<file path="src/hdl/gpio_ev_pkg.sv">
// shared types, register offsets and helpers for the gpio controller with event detect
package gpio_ev_pkg;

    localparam int NUM_PINS             = 54;
    localparam int PINS_PER_SELECT_WORD = 10;
    localparam int SEL_WORDS            = 6;
    localparam int SEL_PINS             = SEL_WORDS * PINS_PER_SELECT_WORD;
    localparam int SEL_BITS             = 3 * PINS_PER_SELECT_WORD;

    localparam logic [63:0] PIN_MASK =
        (NUM_PINS >= 64) ? {64{1'b1}} : ((64'd1 << NUM_PINS) - 64'd1);
    localparam logic [31:0] BANK0_MASK = PIN_MASK[31:0];
    localparam logic [31:0] BANK1_MASK = PIN_MASK[63:32];

    // access codes
    localparam logic [1:0] OP_NONE  = 2'd0;
    localparam logic [1:0] OP_READ  = 2'd1;
    localparam logic [1:0] OP_WRITE = 2'd2;

    // function select code that makes a pin an output
    localparam logic [2:0] FSEL_OUTPUT = 3'd1;

    // word offsets of the register map
    localparam logic [5:0] OFF_FSEL_LAST = 6'd5;
    localparam logic [5:0] OFF_SET0      = 6'd7;
    localparam logic [5:0] OFF_SET1      = 6'd8;
    localparam logic [5:0] OFF_CLR0      = 6'd10;
    localparam logic [5:0] OFF_CLR1      = 6'd11;
    localparam logic [5:0] OFF_LEV0      = 6'd13;
    localparam logic [5:0] OFF_LEV1      = 6'd14;
    localparam logic [5:0] OFF_EDS0      = 6'd16;
    localparam logic [5:0] OFF_EDS1      = 6'd17;
    localparam logic [5:0] OFF_REN0      = 6'd19;
    localparam logic [5:0] OFF_REN1      = 6'd20;
    localparam logic [5:0] OFF_FEN0      = 6'd22;
    localparam logic [5:0] OFF_FEN1      = 6'd23;
    localparam logic [5:0] OFF_HEN0      = 6'd25;
    localparam logic [5:0] OFF_HEN1      = 6'd26;
    localparam logic [5:0] OFF_LEN0      = 6'd28;
    localparam logic [5:0] OFF_LEN1      = 6'd29;
    localparam logic [5:0] OFF_AREN0     = 6'd31;
    localparam logic [5:0] OFF_AREN1     = 6'd32;
    localparam logic [5:0] OFF_AFEN0     = 6'd34;
    localparam logic [5:0] OFF_AFEN1     = 6'd35;
    localparam logic [5:0] OFF_PUD       = 6'd37;
    localparam logic [5:0] OFF_PUDCLK0   = 6'd38;
    localparam logic [5:0] OFF_PUDCLK1   = 6'd39;

    typedef enum logic [2:0] {
        EN_RISE,
        EN_FALL,
        EN_HIGH,
        EN_LOW,
        EN_ARISE,
        EN_AFALL
    } t_en_kind;

    typedef struct packed {
        logic [31:0] rise;
        logic [31:0] fall;
        logic [31:0] high;
        logic [31:0] low;
        logic [31:0] arise;
        logic [31:0] afall;
    } t_bank_en;

    typedef struct packed {
        logic     hit;
        logic     bank;
        t_en_kind kind;
    } t_en_sel;

    typedef struct packed {
        logic [1:0]  opcode;
        logic [5:0]  reg_offset;
        logic [31:0] write_data;
        logic [31:0] pin_level_bank0;
        logic [21:0] pin_level_bank1;
    } t_in_word;

    typedef struct packed {
        logic [31:0] read_data;
        logic [31:0] drive_level_bank0;
        logic [21:0] drive_level_bank1;
        logic [31:0] drive_enable_bank0;
        logic [21:0] drive_enable_bank1;
        logic        irq_bank0;
        logic        irq_bank1;
        logic [1:0]  pull_mode;
        logic [31:0] pull_clock_bank0;
        logic [21:0] pull_clock_bank1;
    } t_out_word;

    // which enable register an offset names, if any
    function automatic t_en_sel en_decode(input logic [5:0] off);
        t_en_sel s;
        s.hit  = 1'b1;
        s.bank = 1'b0;
        s.kind = EN_RISE;
        unique case (off)
            OFF_REN0:  begin s.kind = EN_RISE;  end
            OFF_REN1:  begin s.kind = EN_RISE;  s.bank = 1'b1; end
            OFF_FEN0:  begin s.kind = EN_FALL;  end
            OFF_FEN1:  begin s.kind = EN_FALL;  s.bank = 1'b1; end
            OFF_HEN0:  begin s.kind = EN_HIGH;  end
            OFF_HEN1:  begin s.kind = EN_HIGH;  s.bank = 1'b1; end
            OFF_LEN0:  begin s.kind = EN_LOW;   end
            OFF_LEN1:  begin s.kind = EN_LOW;   s.bank = 1'b1; end
            OFF_AREN0: begin s.kind = EN_ARISE; end
            OFF_AREN1: begin s.kind = EN_ARISE; s.bank = 1'b1; end
            OFF_AFEN0: begin s.kind = EN_AFALL; end
            OFF_AFEN1: begin s.kind = EN_AFALL; s.bank = 1'b1; end
            default:   begin s.hit  = 1'b0; end
        endcase
        return s;
    endfunction

    function automatic logic [31:0] en_get(input t_bank_en en, input t_en_kind kind);
        logic [31:0] v;
        unique case (kind)
            EN_RISE:  v = en.rise;
            EN_FALL:  v = en.fall;
            EN_HIGH:  v = en.high;
            EN_LOW:   v = en.low;
            EN_ARISE: v = en.arise;
            EN_AFALL: v = en.afall;
            default:  v = '0;
        endcase
        return v;
    endfunction

    function automatic t_bank_en en_put(input t_bank_en en, input t_en_kind kind,
                                        input logic [31:0] v);
        t_bank_en r;
        r = en;
        unique case (kind)
            EN_RISE:  r.rise  = v;
            EN_FALL:  r.fall  = v;
            EN_HIGH:  r.high  = v;
            EN_LOW:   r.low   = v;
            EN_ARISE: r.arise = v;
            EN_AFALL: r.afall = v;
            default:  r = en;
        endcase
        return r;
    endfunction

    // bits of a function select word that belong to existing pins
    function automatic logic [SEL_BITS-1:0] sel_mask(input logic [2:0] word);
        logic [SEL_BITS-1:0] m;
        m = '0;
        for (int k = 0; k < PINS_PER_SELECT_WORD; k++) begin
            if ((int'(word) * PINS_PER_SELECT_WORD + k) < NUM_PINS) begin
                m[3*k +: 3] = 3'b111;
            end
        end
        return m;
    endfunction

endpackage

</file>
<file path="src/hdl/gpio_ev_detect.sv">
// per-bank event detector: edges and levels gated by the enable registers
module gpio_ev_detect (
    input  logic [31:0]           i_prev,
    input  logic [31:0]           i_now,
    input  logic [31:0]           i_mask,
    input  gpio_ev_pkg::t_bank_en i_en,
    output logic [31:0]           o_det
);
    import gpio_ev_pkg::*;

    logic [31:0] w_rise;
    logic [31:0] w_fall;

    assign w_rise = ~i_prev & i_now;
    assign w_fall = i_prev & ~i_now;

    // async edges are treated like sampled ones
    assign o_det = ((w_rise & (i_en.rise | i_en.arise))
                 | (w_fall & (i_en.fall | i_en.afall))
                 | (i_now & i_en.high)
                 | (~i_now & i_en.low)) & i_mask;

endmodule

</file>
<file path="src/hdl/gpio_controller_with_event_detect.sv">
// top level of the gpio controller with event detect
// One word in, one word out. Each input word carries one register access
// (none, read or write) and one sample of all pin levels; the block answers
// every input word with exactly one output word holding the read result and
// the pin-facing state (drive latch, drive enables, per-bank interrupts,
// pull controls) as it stands after that word. An accepted word moves from
// the input register to the output register; one word is taken every
// cycle while the output is not stalled, since the whole register update
// and event detection is a single combinational pass between the input
// and output registers. A read sees the registers as they stood before the
// word, except the level registers, which return the word's own sample.
// Detection uses the previous sample and the enables from before the word;
// a newly detected event wins over a write-one-to-clear of the status in
// the same word. Unmapped reads return zero and unmapped writes are dropped.
module gpio_controller_with_event_detect (
    input  logic                   i_clk,
    input  logic                   i_rst_n,
    input  logic                   i_in_valid,
    input  gpio_ev_pkg::t_in_word  i_in_word,
    output logic                   o_in_stall,
    output logic                   o_out_valid,
    output gpio_ev_pkg::t_out_word o_out_word,
    input  logic                   i_out_stall
);
    import gpio_ev_pkg::*;

    // input register
    logic        r_in_valid;
    t_in_word    r_in;
    // output register
    logic        r_out_valid;
    t_out_word   r_out;

    // controller state
    logic [SEL_BITS-1:0] r_fsel   [SEL_WORDS];
    logic [SEL_BITS-1:0] n_fsel   [SEL_WORDS];
    logic [31:0]         r_latch  [2];
    logic [31:0]         n_latch  [2];
    logic [31:0]         r_status [2];
    logic [31:0]         n_status [2];
    t_bank_en            r_en     [2];
    t_bank_en            n_en     [2];
    logic [31:0]         r_prev   [2];
    logic [1:0]          r_pud;
    logic [1:0]          n_pud;
    logic [31:0]         r_pudclk [2];
    logic [31:0]         n_pudclk [2];

    // handshake
    logic        w_out_free;
    logic        w_move;
    logic        w_in_take;

    // datapath
    logic [31:0] w_now     [2];
    logic [31:0] w_det     [2];
    logic [31:0] w_rd;
    logic [63:0] w_de;
    t_en_sel     w_en_sel;
    logic        w_is_read;
    logic        w_is_write;
    t_out_word   n_out;

    // the output register frees up when empty or being drained; the input
    // register refills in the same cycle it hands its word forward
    assign w_out_free = !r_out_valid || !i_out_stall;
    assign w_move     = r_in_valid && w_out_free;
    assign w_in_take  = i_in_valid && !o_in_stall;
    assign o_in_stall = r_in_valid && !w_out_free;

    assign o_out_valid = r_out_valid;
    assign o_out_word  = r_out;

    // masked samples: pins that do not exist never store a bit
    assign w_now[0] = r_in.pin_level_bank0 & BANK0_MASK;
    assign w_now[1] = {10'd0, r_in.pin_level_bank1} & BANK1_MASK;

    assign w_is_read  = (r_in.opcode == OP_READ);
    assign w_is_write = (r_in.opcode == OP_WRITE);
    assign w_en_sel   = en_decode(r_in.reg_offset);

    gpio_ev_detect u_det0 (
        .i_prev (r_prev[0]),
        .i_now  (w_now[0]),
        .i_mask (BANK0_MASK),
        .i_en   (r_en[0]),
        .o_det  (w_det[0])
    );

    gpio_ev_detect u_det1 (
        .i_prev (r_prev[1]),
        .i_now  (w_now[1]),
        .i_mask (BANK1_MASK),
        .i_en   (r_en[1]),
        .o_det  (w_det[1])
    );

    // register read, from state before this word
    always_comb begin
        w_rd = '0;
        if (w_is_read) begin
            if (r_in.reg_offset <= OFF_FSEL_LAST) begin
                w_rd = {2'b00, r_fsel[r_in.reg_offset[2:0]]};
            end else if (w_en_sel.hit) begin
                w_rd = en_get(r_en[w_en_sel.bank], w_en_sel.kind);
            end else begin
                case (r_in.reg_offset)
                    OFF_LEV0:    w_rd = w_now[0];
                    OFF_LEV1:    w_rd = w_now[1];
                    OFF_EDS0:    w_rd = r_status[0];
                    OFF_EDS1:    w_rd = r_status[1];
                    OFF_PUD:     w_rd = {30'd0, r_pud};
                    OFF_PUDCLK0: w_rd = r_pudclk[0];
                    OFF_PUDCLK1: w_rd = r_pudclk[1];
                    default:     w_rd = '0;
                endcase
            end
        end
    end

    // register write, then new events on top of any clear
    always_comb begin
        n_fsel   = r_fsel;
        n_latch  = r_latch;
        n_status = r_status;
        n_en     = r_en;
        n_pud    = r_pud;
        n_pudclk = r_pudclk;
        if (w_is_write) begin
            if (r_in.reg_offset <= OFF_FSEL_LAST) begin
                n_fsel[r_in.reg_offset[2:0]] = r_in.write_data[SEL_BITS-1:0]
                                             & sel_mask(r_in.reg_offset[2:0]);
            end else if (w_en_sel.hit) begin
                n_en[w_en_sel.bank] = en_put(r_en[w_en_sel.bank], w_en_sel.kind,
                    r_in.write_data & (w_en_sel.bank ? BANK1_MASK : BANK0_MASK));
            end else begin
                case (r_in.reg_offset)
                    OFF_SET0:    n_latch[0]  = r_latch[0] | (r_in.write_data & BANK0_MASK);
                    OFF_SET1:    n_latch[1]  = r_latch[1] | (r_in.write_data & BANK1_MASK);
                    OFF_CLR0:    n_latch[0]  = r_latch[0] & ~r_in.write_data;
                    OFF_CLR1:    n_latch[1]  = r_latch[1] & ~r_in.write_data;
                    OFF_EDS0:    n_status[0] = r_status[0] & ~r_in.write_data;
                    OFF_EDS1:    n_status[1] = r_status[1] & ~r_in.write_data;
                    OFF_PUD:     n_pud       = r_in.write_data[1:0];
                    OFF_PUDCLK0: n_pudclk[0] = r_in.write_data & BANK0_MASK;
                    OFF_PUDCLK1: n_pudclk[1] = r_in.write_data & BANK1_MASK;
                    default:     n_pud       = r_pud;
                endcase
            end
        end
        n_status[0] = n_status[0] | w_det[0];
        n_status[1] = n_status[1] | w_det[1];
    end

    // drive enables from the updated function select; pins past the select
    // words or past the pin count are never outputs
    for (genvar p = 0; p < 64; p++) begin : g_de
        if (p < SEL_PINS && p < NUM_PINS) begin : g_pin
            assign w_de[p] = (n_fsel[p / PINS_PER_SELECT_WORD]
                              [3 * (p % PINS_PER_SELECT_WORD) +: 3] == FSEL_OUTPUT);
        end else begin : g_none
            assign w_de[p] = 1'b0;
        end
    end

    always_comb begin
        n_out.read_data          = w_rd;
        n_out.drive_level_bank0  = n_latch[0];
        n_out.drive_level_bank1  = n_latch[1][21:0];
        n_out.drive_enable_bank0 = w_de[31:0];
        n_out.drive_enable_bank1 = w_de[53:32];
        n_out.irq_bank0          = |n_status[0];
        n_out.irq_bank1          = |n_status[1];
        n_out.pull_mode          = n_pud;
        n_out.pull_clock_bank0   = n_pudclk[0];
        n_out.pull_clock_bank1   = n_pudclk[1][21:0];
    end

    // control and state registers
    always_ff @(posedge i_clk) begin
        if (!i_rst_n) begin
            r_in_valid  <= 1'b0;
            r_out_valid <= 1'b0;
            r_pud       <= '0;
            for (int i = 0; i < SEL_WORDS; i++) begin
                r_fsel[i] <= '0;
            end
            for (int b = 0; b < 2; b++) begin
                r_latch[b]  <= '0;
                r_status[b] <= '0;
                r_en[b]     <= '0;
                r_prev[b]   <= '0;
                r_pudclk[b] <= '0;
            end
        end else begin
            if (w_in_take) begin
                r_in_valid <= 1'b1;
            end else if (w_move) begin
                r_in_valid <= 1'b0;
            end
            if (w_move) begin
                r_out_valid <= 1'b1;
            end else if (!i_out_stall) begin
                r_out_valid <= 1'b0;
            end
            if (w_move) begin
                r_fsel   <= n_fsel;
                r_latch  <= n_latch;
                r_status <= n_status;
                r_en     <= n_en;
                r_pud    <= n_pud;
                r_pudclk <= n_pudclk;
                r_prev   <= w_now;
            end
        end
    end

    // payload registers
    always_ff @(posedge i_clk) begin
        if (w_in_take) begin
            r_in <= i_in_word;
        end
        if (w_move) begin
            r_out <= n_out;
        end
    end

endmodule
</file>
<file path="config.mk">
export PLATFORM = sky130hd
export DESIGN_NAME = gpio_controller_with_event_detect
export DESIGN_NICKNAME = d
export VERILOG_FILES = /design/src/hdl/gpio_ev_pkg.sv /design/src/hdl/gpio_ev_detect.sv /design/src/hdl/gpio_controller_with_event_detect.sv
export SDC_FILE = /design/constraint.sdc
export NUM_CORES = 2
export LEC_CHECK = 0
export BUFFER_PORTS_ARGS = -buffer_cell sky130_fd_sc_hd__buf_2
export CAP_MARGIN = 40
export CORE_UTILIZATION = 45
export DETAILED_ROUTE_END_ITERATION = 10
export PLACE_DENSITY = 0.68
export SLEW_MARGIN = 25
export SYNTH_ARGS = -nofsm -noshare
export SYNTH_HDL_FRONTEND = slang
export SYNTH_SLANG_ARGS = --single-unit
</file>
<file path="constraint.sdc">
create_clock -name i_clk -period 18.5 [get_ports i_clk]
set_input_delay 0.925 -clock i_clk [delete_from_list [all_inputs] [get_ports i_clk]]
set_output_delay 0.925 -clock i_clk [all_outputs]
set_load 0.05 [all_outputs]
</file>
# == After elaboration in Yosys (flattened, before gate mapping) ==
# Cells that the tools add are included.
# W data, S select, Z words.
# totals
ff_bits,1096
inputBits,98
output_inout_bits,200
wordCells,324
# classes
add_sub_neg,9
multipliers,1
magnitude_cmp,15
eq_ne,85
n_mux,99
bitwise_logic,42
n_reduce_logical,26
# ops
cell,n
$mux W32,29
$mux W192,4
$mux W64,9
$bwmux W384,1
$mux W180,2
$and A32 B32 Y32,11
$lt A32 B7 Y1 const B,9
$or A32 B32 Y32,7
$pmux W32 S7,1
$demux W192 S1,1
$pmux W32 S6,1
$bwmux W180,1
$eq A3 B1 Y1 const B,55
$and A22 B22 Y22,6
$add A32 B4 Y32 const B,4
$pmux W32 S2,2
$mux W30,4
$or A22 B22 Y22,5
$not A32 Y32,3
$bmux W30 S3,1
$demux W30 S3,1
$mux W3,30
$eq A6 B5 Y1 const B,11
$add A32 B3 Y32 const B,2
other kinds (40),77

# == Depth between registers and ports, before layout ==
# logic_depth
depth_word,12
depth_mapped,14
ltp_nobuf,11

# == Modules after synthesis ==
# Synthesis repeated with hierarchy kept, for this count alone.
# unflattened
hier_cells,5317
area_unflattened_um2,49108.3
# by_module_without_submodules
mod,n_inst,cells_each,area_each_um2,seq_area_each_um2
gpio_controller_with_event_detect,1,4997,47026.4,24663.7
gpio_ev_detect,2,160,1041.0,0.0

# == Least setup slack after synthesis ==
# OpenSTA, ideal clock, no wires.
# synth_path
kind,input to register
start,input i_out_stall
end,"register r_out, in the netlist o_out_word[0] (enable)"
setup_time_ns,0.639
arrival_time_ns,7.585
path_slack_ns,10.275
cell_stages,7
path_buffers,4
path_cell_list,nand2_1 -> nand2_1 -> clkinv_1 -> clkbuf_1 -> clkbuf_1 -> clkbuf_1 -> clkbuf_1
# synth_between
elab_chain_len,3
# synth_rtl
element,line,rtl
start: declaration,gpio_controller_with_event_detect.sv:23,input logic i_out_stall
$logic_not A1 Y1,n/a,
$logic_or A1 B1 Y1,gpio_controller_with_event_detect.sv:66,assign w_out_free = !r_out_valid || !i_out_stall;
$logic_and A1 B1 Y1,gpio_controller_with_event_detect.sv:67,assign w_move = r_in_valid && w_out_free;
named net w_move,gpio_controller_with_event_detect.sv:51,logic w_move;
end signal: assignment,gpio_controller_with_event_detect.sv:224,r_out <= n_out;
end: declaration,gpio_controller_with_event_detect.sv:32,t_out_word r_out;
# The timed path passes the listed nets, and every way through them passes these cells.
# A chain may end at the register's enable or synchronous reset.

# == Final worst setup path ==
# layout_path
start,register r_in[86] (netlist bit)
end,register r_en[83] (netlist bit)
# layout_between
elab_chain_len,12
# layout_rtl
element,line,rtl
start: declaration,gpio_controller_with_event_detect.sv:29,t_in_word r_in;
start signal: assignment,gpio_controller_with_event_detect.sv:221,r_in <= i_in_word;
$eq A6 B6 Y1 / $eq A6 B5 Y1 (equally long branches),gpio_ev_pkg.sv:100,unique case (off)
$reduce_or A6 Y1 (no line),n/a,
$mux W1,gpio_ev_pkg.sv:100,
$not A1 Y2,"gpio_controller_with_event_detect.sv:134, gpio_controller_with_event_detect.sv:135",
$mux W192 (not written as such) (3 in series),gpio_controller_with_event_detect.sv:134,"n_en[w_en_sel.bank] = en_put(r_en[w_en_sel.bank], w_en_sel.kind,"
$mux W32,gpio_ev_pkg.sv:136,unique case (kind)
$mux W32,gpio_controller_with_event_detect.sv:133,end else if (w_en_sel.hit) begin
$mux W32,gpio_controller_with_event_detect.sv:130,if (r_in.reg_offset <= OFF_FSEL_LAST) begin
$mux W32,gpio_controller_with_event_detect.sv:129,if (w_is_write) begin
$bwmux W384,gpio_controller_with_event_detect.sv:134,
end signal: assignment,gpio_controller_with_event_detect.sv:210,r_en <= n_en;
end: declaration,gpio_controller_with_event_detect.sv:41,t_bank_en r_en [2];
# Several ways; a longest one is shown, not always the timed one. The select of a mux whose other input is x is not followed.

==> flow_metrics.tcl <==
set metrics [dict create \
    status "complete, no violations" \
    first_pass_iters 6 \
    synth_warnings 0 \
    cts.clk_slew.worst_paths_ns 0.06 \
    die_w_microns 332 \
    hold_viol_final 0 \
    postCtsSetupBuffers 0 \
    yosys.cell_count.top_type "nand2_1" \
    synth-edff-count 292 \
    r2r-end "r_en[83]" \
    synth_top_area_frac 0.323 \
    cts_hold_buf 0 \
    total_power_w 0.00527 \
    worstSetupEndpointType "register" \
    overflow 0 \
    ioPinCount 298 \
    drt_iter0_drc 6723 \
    power_leakage_nw 19.5 \
    htree_levels 3 \
    crit_arrival_ns 6.05 \
    syn_area_sq_um 49100 \
    crit_required_ns 19.13 \
    peakVddDrop_mv 0.0719 \
    layout-area-overhead-vs-synth_pct 13.1 \
    tightest_slew_ns 1.27 \
    setup.worst_path.end "r_en[83]" \
    gp_congestion 0.966 \
    die_h_microns 332 \
    wirelength_mm 187 \
    dp.cells 6661 \
    vias 43600 \
    clkLatencyLatePin_ns 0.73 \
    cap_violations 0 \
    routed_via_density 6.35 \
    path_class "register to register" \
    reg2reg_slack_ns 13.08 \
    yosys.area.top_type "dfxtp_1" \
    slew_violations 0 \
    synth-seq-area-share 0.502 \
    cts_resized 0 \
    synthTopCellsByCount "1018 x nand2_1, 794 x dfxtp_1, 355 x a21boi_0" \
    drc 0 \
    cts_buffers 113 \
    fin_worst_skew_ns 0.0481 \
    grt_max_degree 254 \
    cts_root_buf "clkbuf_16" \
    setup_tns_ns 0 \
    rsz0062_at_grt "false" \
    drtAntennaViolNets 0 \
    cts_tree "yes" \
    clock.fmax_mhz 185 \
    final_cells 6876 \
    cts.path.max_buffers 3 \
    antenna_found_initial 7 \
    grt_pass1_wl_mm 270 \
    core_area_sq_um 108000 \
    finalInstanceArea_sq_um 55600 \
    synth_flop_cell "dfxtp_1" \
    grt_pass1_vias 39900 \
    power_density_nw_per_um2 94.9 \
    slew-limit-headroom 0.155 \
    synth_nets 5424 \
    synth.top_cells.by_area "dfxtp_1 32%, edfxtp_1 18%, nand2_1 7.8%" \
    antenna_cells 0 \
    r2r_cells 10 \
    initial_utilization 0.456 \
    crit_fanout 44 \
    n_fill_cell 9769 \
    min_period_ns 5.42 \
    clock_sinks 1086 \
    r2r_start "r_in[86]" \
    placementRows 120 \
    ys_seq_elements 1086 \
    final_nets 5489 \
    hpwl_mm 121 \
    port_buffers 297 \
    crit_start "r_in[86]" \
    syn-mean-instance-area_sq_um 9.25 \
    period_share 0.293 \
    die_area_sq_um 111000 \
    grt_usage 0.325 \
    ys_async_sr_fraction 0 \
    setup_viol 0 \
    synth.distinct_cells 88 \
    post_drt_wl_per_cell_microns 27.2 \
    start_kind "register" \
    drive_gt1_frac 0.155 \
    synthCells 5312 \
    place_area_sq_um 51900 \
    hp-class "input pin to register" \
]
layout make-up:
| cell class | instances | area [sq um] | share of cell area |
|---|---|---|---|
| sequential | 1086 | 24700 | 0.444 |
| multi-input combinational | 3674 | 22300 | 0.401 |
| clock buffer | 162 | 3220 | 0.0578 |
| timing repair buffer | 438 | 2970 | 0.0535 |
| tap | 1403 | 1760 | 0.0316 |
| clock inverter | 49 | 423 | 0.00761 |
| inverter | 64 | 248 | 0.00446 |
worst min-delay path by stage:
stage                        from  cells after the start            to
finish              i_in_word[39]                      1      r_in[39]
global route        i_in_word[36]                      1      r_in[36]
CTS                 i_in_word[39]                      1      r_in[39]
detailed placement   r_status[23]                      2  r_status[23]
global placement     r_status[23]                      2  r_status[23]
floorplan            r_status[26]                      2  r_status[26]
critical path, cell delays in order (launching register included):
cell      delay [ns]
edfxtp_1        0.63
inv_1           0.33
ha_1            0.58
mux2_2          0.28
nand2_1         0.42
nand2_4         0.51
buf_4           0.73
nand2_1         0.56
nor2_4          0.88
nand2_1         0.13
a21boi_0        0.20
where the power goes:
group | total (W) | internal, W | switching, W
clock network | 0.00227 | 0.00129 | 0.000979
registers | 0.00255 | 0.00250 | 0.0000538
logic | 0.000453 | 0.000113 | 0.000339
through the flow:
| stage | setup slack [ns] | hold WS (ns) | utilization |
|---|---|---|---|
| CTS | 13.28 | 0.356 | 0.516 |
| detailed placement | 13.28 | 0.444 | 0.482 |
| global placement | 13.38 | 0.440 | 0.476 |
| finish | 13.08 | 0.375 | 0.516 |
| floorplan | 10.28 | 0.421 | - |
| global route | 12.96 | 0.361 | 0.516 |
logic make-up after synthesis:
group,share of synthesized area
adder cells (fa/ha/maj),0.00372
buffers and inverters,0.0480
flip-flops,0.502
AND/OR/NAND/NOR,0.166
multiplexers,0.0493
AO/OA/AOI/OAI,0.231
XOR/XNOR,0.000688
flip-flops by register name, summed over array words and instances (netlist names):
register     count
r_en           384
o_out_word     198
r_fsel         180
r_in            94
r_status        64
r_latch         54
r_prev          54
r_pudclk        54
r_pud            2
o_out_valid      1
r_in_valid       1
routing by layer:
| layer | global-route usage | routed length (microns) | share of wire | up-vias |
|---|---|---|---|---|
| met1 | 0.443 | 73700 | 0.39 | 20900 |
| met4 | 0.180 | 11800 | 0.063 | 2 |
| met2 | 0.466 | 77600 | 0.41 | 2887 |
| met3 | 0.0854 | 24000 | 0.13 | 562 |
| met5 | 0 | 56 | 0.00030 | - |
| li1 | - | - | - | 19200 |
layout by cell type (no fill, tap or decap), types with 14 or more instances in the layout:
cell / n
a211oi_1: 40
a21boi_0: 355
a21boi_1: 34
a21oi_1: 183
a221oi_1: 33
a22oi_1: 198
a31o_2: 31
a31oi_1: 45
a32oi_1: 49
and2_1: 60
and3_1: 68
buf_2: 296
buf_4: 99
buf_8: 18
clkbuf_1: 32
clkbuf_16: 116
clkbuf_8: 14
clkinv_2: 24
dfxtp_1: 794
edfxtp_1: 292
inv_1: 63
mux2_2: 58
mux2i_1: 177
nand2_1: 1016
nand3_1: 213
nor2_1: 206
nor2b_1: 115
nor3_1: 29
nor4_1: 16
o21ai_0: 268
o21bai_1: 47
o221a_2: 76
o22ai_1: 87
o31ai_1: 58
No activity file was read; power rests on OpenSTA's default activity.
